[src/hdl/l2s_div_step.sv]
// One registered restoring-division step: retires one quotient bit.
// Depends on nothing; instantiated in a chain by the top level.
module l2s_div_step #(
   parameter int unsigned INDEX_BITS = 40,
   parameter int unsigned SIZE_BITS  = 16,
   parameter bit          FIRST      = 1'b0,
   parameter int unsigned SLOT       = 0
) (
   input  logic                  clock,
   input  logic                  reset,
   input  logic                  advance,
   input  logic                  in_valid,
   input  logic [INDEX_BITS-1:0] in_quo,
   input  logic [SIZE_BITS-1:0]  in_rem,
   input  logic [SIZE_BITS-1:0]  in_r0,
   input  logic [SIZE_BITS-1:0]  in_r1,
   input  logic [SIZE_BITS-1:0]  divisor,
   output logic                  out_valid,
   output logic [INDEX_BITS-1:0] out_quo,
   output logic [SIZE_BITS-1:0]  out_rem,
   output logic [SIZE_BITS-1:0]  out_r0,
   output logic [SIZE_BITS-1:0]  out_r1
);

   logic                  valid_ff;
   logic [INDEX_BITS-1:0] quo_ff, quo_in;
   logic [SIZE_BITS-1:0]  rem_ff, rem_in, r0_ff, r0_in, r1_ff, r1_in;
   logic [SIZE_BITS-1:0]  rem_base;
   logic [SIZE_BITS:0]    trial, diff;
   logic                  take;

   always_comb begin
      // start a new division from zero remainder, saving the previous one
      rem_base = FIRST ? '0 : in_rem;
      trial    = {rem_base, in_quo[INDEX_BITS-1]};
      diff     = trial - {1'b0, divisor};
      take     = trial >= {1'b0, divisor};
      rem_in   = take ? diff[SIZE_BITS-1:0] : trial[SIZE_BITS-1:0];
      quo_in   = {in_quo[INDEX_BITS-2:0], take};
      r0_in    = (FIRST && SLOT == 1) ? in_rem : in_r0;
      r1_in    = (FIRST && SLOT == 2) ? in_rem : in_r1;
   end

   always_ff @(posedge clock) begin
      if (reset) begin
         valid_ff <= 1'b0;
      end else if (advance) begin
         valid_ff <= in_valid;
      end
   end

   always_ff @(posedge clock) begin
      if (advance) begin
         quo_ff <= quo_in;
         rem_ff <= rem_in;
         r0_ff  <= r0_in;
         r1_ff  <= r1_in;
      end
   end

   assign out_valid = valid_ff;
   assign out_quo   = quo_ff;
   assign out_rem   = rem_ff;
   assign out_r0    = r0_ff;
   assign out_r1    = r1_ff;

endmodule
[config.mk]
export PLATFORM = sky130hd
export DESIGN_NAME = l2s_div_step
export DESIGN_NICKNAME = d
export VERILOG_FILES = /design/src/hdl/l2s_div_step.sv
export SDC_FILE = /design/constraint.sdc
export NUM_CORES = 1
export LEC_CHECK = 0
export ABC_AREA = 0
export BUFFER_PORTS_ARGS = -buffer_cell sky130_fd_sc_hd__buf_2
export CAP_MARGIN = 20
export CORE_UTILIZATION = 25
export CTS_CLUSTER_DIAMETER = 150
export DETAILED_ROUTE_END_ITERATION = 7
export GPL_TIMING_DRIVEN = 0
export HOLD_SLACK_MARGIN = 0.12
export PLACE_DENSITY = 0.51
export SYNTH_ARGS = -nofsm -noshare
export SYNTH_HDL_FRONTEND = slang
export SYNTH_SLANG_ARGS = --single-unit
[constraint.sdc]
create_clock -name clock -period 2.9 [get_ports clock]
set_clock_uncertainty 0.15 [all_clocks]
set_input_delay 0.145 -clock clock [delete_from_list [all_inputs] [get_ports clock]]
set_output_delay 0.145 -clock clock [all_outputs]
set_load 0.01 [all_outputs]
---- Word-level counts from Yosys, hierarchy flattened ----
Cells that the tools add are included.
cells by class
  add/sub/neg operators ................... 1
  magnitude comparators ................... 1
  muxes and demuxes ....................... 1
operator list
  operator          number
  $ge A17 B16 Y1    1
  $mux W16          1
  $sub A16 B16 Y16  1
storage, ports and cells
  bits in registers ....................... 89
  input port bits ......................... 108
  output and inout port bits .............. 89
  word-level logic and storage cells ...... 8

---- Depth between registers and ports, before layout ----
  depth after elaboration ................. 2
  mapped depth ............................ 12
  gate-level depth less buffers ........... 9

---- Least setup slack after synthesis ----
OpenSTA, ideal clock, no wires.
  path type ............................... in2reg
  start ................................... input divisor[12]
  end ..................................... register rem_ff[10] (netlist: out_rem[10]), data pin
  library setup time ...................... 260 ps
  arrival ................................. 2099 ps
  data required time ...................... 2490 ps
  setup slack ............................. 391 ps
  stages on the path ...................... 12
  buffers on the path ..................... 4
  cell sequence ........................... inv_1 > ha_1 > buf_6 > and2_4 > buf_6 > a221o_1 > a21boi_4 > and2_4 > buf_8 > inv_4 > buf_12 > mux2_4
between the ends
  longest elaborated chain between the ends .. 2
ends and longest elaborated chain
  what                  line  RTL
  start, declared       17    input logic [SIZE_BITS-1:0] divisor,
  $ge A17 B16 Y1        37    take = trial >= {1'b0, divisor};
  named net take        30    logic take;
  $mux W16              38    rem_in = take ? diff[SIZE_BITS-1:0] : trial[SIZE_BITS-1:0];
  named net rem_in[10]  27    logic [SIZE_BITS-1:0] rem_ff, rem_in, r0_ff, r0_in, r1_ff, r1_in;
  end signal, assigned  55    rem_ff <= rem_in;
  end, declared         27
The timed path passes the listed nets, and every way through them passes these cells.
A chain may end at the register's enable or synchronous reset.

---- Worst setup path in the final report ----
  start ................................... input in_rem[14]
  end ..................................... register rem_ff[7] (netlist: out_rem[7]), data pin
between the ends
  longest elaborated chain between the ends .. 2
ends and longest elaborated chain
  what                 line  RTL
  start, declared      14    input logic [SIZE_BITS-1:0] in_rem,
  $ge A17 B16 Y1       37
  named net take       30
  $mux W16             38
  named net rem_in[7]  27
The timed path passes the listed nets, and every way through them passes these cells.

==> results.md <==
- Worst r2r dst: out_valid$_SDFFE_PP0P_
- Crit-path cells: dlygate4sd3_1 > buf_2 > ha_1 > and3b_1 > a31oi_1 > a21boi_4 > and2_4 > buf_8 > inv_4 > buf_12 > mux2_4
- Ports: 197
- Maximum vdd ir drop: 0.260 mV
- Syn Area/Cell: 15.9 sq um
- Buf/Inv on CP: 5
- Largest net degree at the start of global routing: 61
- Clock root cell: clkbuf_16
- Setup TNS: 0 ns
- Worst Path Max Fanout: 10
- Post-Syn Nets: 369
- Hold path start: advance
- WHS: 0.132 ns
- Final Max Slew Viols: 0
- DIE AREA: 16000 sq um
- Vias in the first global route: 3252
- CTS Sinks: 89
- Worst EP arrival: 2.69 ns
- Post-synth ARST share: 0%
- Pwr Density: 527 nW/um^2
- Synthesized flop and latch total: 89
- Fin crit share: 95.2%
- Die height: 126 um
- Worst slew margin: 70.2%
- Slowest stage cell, crit path: dlygate4sd3_1
- Remaining DRCs: 0
- TritonCTS clock tree: yes
- Mean routed wirelength per cell: 15.3 um
- Cell Rows: 45
- I/O Buffers: 196
- Gpl congestion: 0.770
- Hold Path End: out_quo[38]$_DFFE_PP_
- Total Nets Final: 671
- Initial Util: 25.5%
- Layout cell share with drive strength beyond 1: 43.5%
- Fmax: 0.362 GHz
- Sequential fraction of the synthesis area: 68.8%
- All-Layer GR Usage: 14.0%
- Ys Warns: 0
- Initial antenna violation count: 0
- First-pass GRT wire length: 17000 um
- Design Power: 3.34 mW
- Req. time, crit path: 2.83 ns
- Adder-cell share of the synthesized area: 5.69%
- Simple-gate share of the synthesized area: 5.47%
- Setup Viol. Count Final: 0
- ANT nets after route: 0
- Cells after synthesis: 244
- Top delay family on crit path: buffers and inverters
- Die Wd: 126 um
- R2r startpoint: out_valid$_SDFFE_PP0P_
- Main synth FF type: edfxtp_1
- Total congestion overflow: 0
- Area growth, synth to finish: 63.8%
- DR pass1 iterations: 4
- R2R setup slack: 1.60 ns
- Number of max-cap violations: 0
- 1st-iter DRT viols: 175
- Core area: 15100 sq um
- Placed Cells: 629
- Hold Path Cell Cnt: 1
- Fill cells: 1431
- CTS H-Tree Depth: 3
- Largest family of logic cells by synthesized area: compound AO/OA/AOI/OAI gates
- Actual slew at the worst max-slew pin: 0.447 ns
- Crit path largest cell delay: 0.53 ns
- Reg2Reg Depth: 3
- Clock Latency Late Sink: 0.33 ns
- Final HPWL DP: 8140 um
- Vias per cell: 4.30
- Mux share of post-synthesis cell area: 3.91%
- Synth unique cells: 47
- Fin. Hold Viols: 0
- Vias post-DR: 3176
- Crit. End Element: flip-flop
- Clk pin slew, worst setup/hold paths: 0.07 ns
- Outcome: complete, no violations
- Clk buf depth: 2
- Static Leak: 2.82 nW
- Crit path kind: input pin to flip-flop
- RSZ-0062 raised after global routing: no
- Fin cells: 739
- Critical Path Source Type: input pin
- Worst hold path type: input pin to flip-flop
- Post-synthesis compound-gate area fraction: 10.4%
- Mapped Area: 3870 sq um
- WL final: 11300 um
- TritonCTS buffer count: 9
- Xor/xnor share of the synthesized area: 2.04%
- Final min period: 2.76 ns
- Number of synthesized flops with an enable pin: 88
## final cells by class
type                    instances  area (sq um)  share of cell area [%]
diodes                          1          2.50                  0.0395
plain buffers                   5          61.3                   0.968
multi-input cells             130          1080                    17.0
repair buffers                291          1940                    30.7
flip-flops and latches         89          2660                    42.0
inverters                      20          77.6                    1.22
clock inverters                 6          50.0                   0.790
clock buffers                   9           225                    3.56
well taps                     188           235                    3.71
## cell usage after synthesis, types with 2 or more instances
master	count	share of area, %
edfxtp_1	88	68
inv_1	19	1.8
ha_1	16	5.2
nor2_1	13	1.3
o21ai_0	9	1.2
mux2_4	8	3.1
nand3_1	7	0.91
o21a_1	6	1.2
a21o_1	5	0.97
nand2_1	5	0.49
o31ai_1	5	0.97
xnor2_1	5	1.1
xor2_1	4	0.91
a211o_1	3	0.68
a211oi_1	3	0.58
a21boi_0	3	0.58
a21oi_1	3	0.39
nor3_1	3	0.39
a31oi_1	2	0.32
and2_4	2	0.45
and3_1	2	0.32
and3b_1	2	0.45
buf_6	2	0.58
mux2i_1	2	0.52
nand2b_1	2	0.32
nand4_1	2	0.32
o211a_1	2	0.52
o211ai_1	2	0.39
## state kept, by name (all words and copies together) (netlist names)
| name | cells |
|---|---|
| out_quo | 40 |
| out_valid | 1 |
| out_r0 | 16 |
| out_r1 | 16 |
| out_rem | 16 |
## power breakdown
group	switching (mW)	leakage [nW]	internal, mW
Sequential	0.0312	0.870	1.55
Combinational	0.322	1.83	0.351
Clock	0.493	0.129	0.587
## cell usage in the layout (no fill, tap or decap), drive strengths merged, types with 3 or more instances in the layout
| cell type | instances |
|---|---|
| a21o | 5 |
| a21oi | 4 |
| xor2 | 4 |
| a21boi | 4 |
| xnor2 | 5 |
| inv | 23 |
| o21ai | 10 |
| buf | 205 |
| nor2 | 13 |
| a211oi | 3 |
| dlygate4sd3 | 90 |
| a211o | 3 |
| o31ai | 5 |
| nand2 | 5 |
| and2 | 3 |
| o21a | 6 |
| mux2 | 9 |
| clkbuf | 10 |
| nor3 | 3 |
| ha | 16 |
| nand3 | 7 |
| edfxtp | 88 |
## worst reg2reg max path, stage by stage, from the launching register on
cell and delay (ns):
dfxtp_1 0.32, mux2i_1 0.12, nor2_1 0.06, dlygate4sd3_1 0.55
## metrics by stage
stage | cell area, sq um | worst slack, ns | util [%]
2_1_floorplan | 3870 | 0.391 | -
3_3_place_gp | 5080 | -0.0133 | 33.6
3_5_place_dp | 5110 | -0.0253 | 33.8
4_1_cts | 6290 | 0.0313 | 41.5
5_1_grt | 6330 | 0.0271 | 41.8
6_report | 6330 | 0.139 | 41.8
## cells by family after synthesis
| group | count (synthesis) |
|---|---|
| buf+inv | 25 |
| mux | 11 |
| xor+xnor | 9 |
| simple gates | 41 |
| compound gates | 52 |
| fa+ha+maj | 17 |
| flops | 89 |
## worst max-delay path by stage
stage,startpoint,endpoint,slack (ns),cells after the start
finish,in_rem[14],out_rem[7]$_DFFE_PP_,0.14,11
global route,in_rem[5],out_rem[7]$_DFFE_PP_,0.03,12
CTS,in_rem[0],out_rem[7]$_DFFE_PP_,0.03,12
detailed placement,in_rem[7],out_rem[2]$_DFFE_PP_,-0.03,11
global placement,in_rem[7],out_rem[2]$_DFFE_PP_,-0.01,11
floorplan,divisor[12],out_rem[10]$_DFFE_PP_,0.39,12
## layer usage
layer,wire (um),GRT usage [%],up-vias
met3,670,3.33,13
met1,4730,16.7,1488
met5,0,0,-
met4,145,4.39,0
met2,5780,25.0,134
li1,-,-,1541
## timing repair
| item | 4_1_cts | 5_1_grt |
|---|---|---|
| setup buffers | 0 | 4 |
| hold endpoints to repair | 88 | 0 |
| hold buffers | 90 | 0 |
| gates resized for setup | 0 | 3 |
| endpoints found under the setup margin | 0 | 10 |
Note: power is estimated with default switching activity, not from simulation.
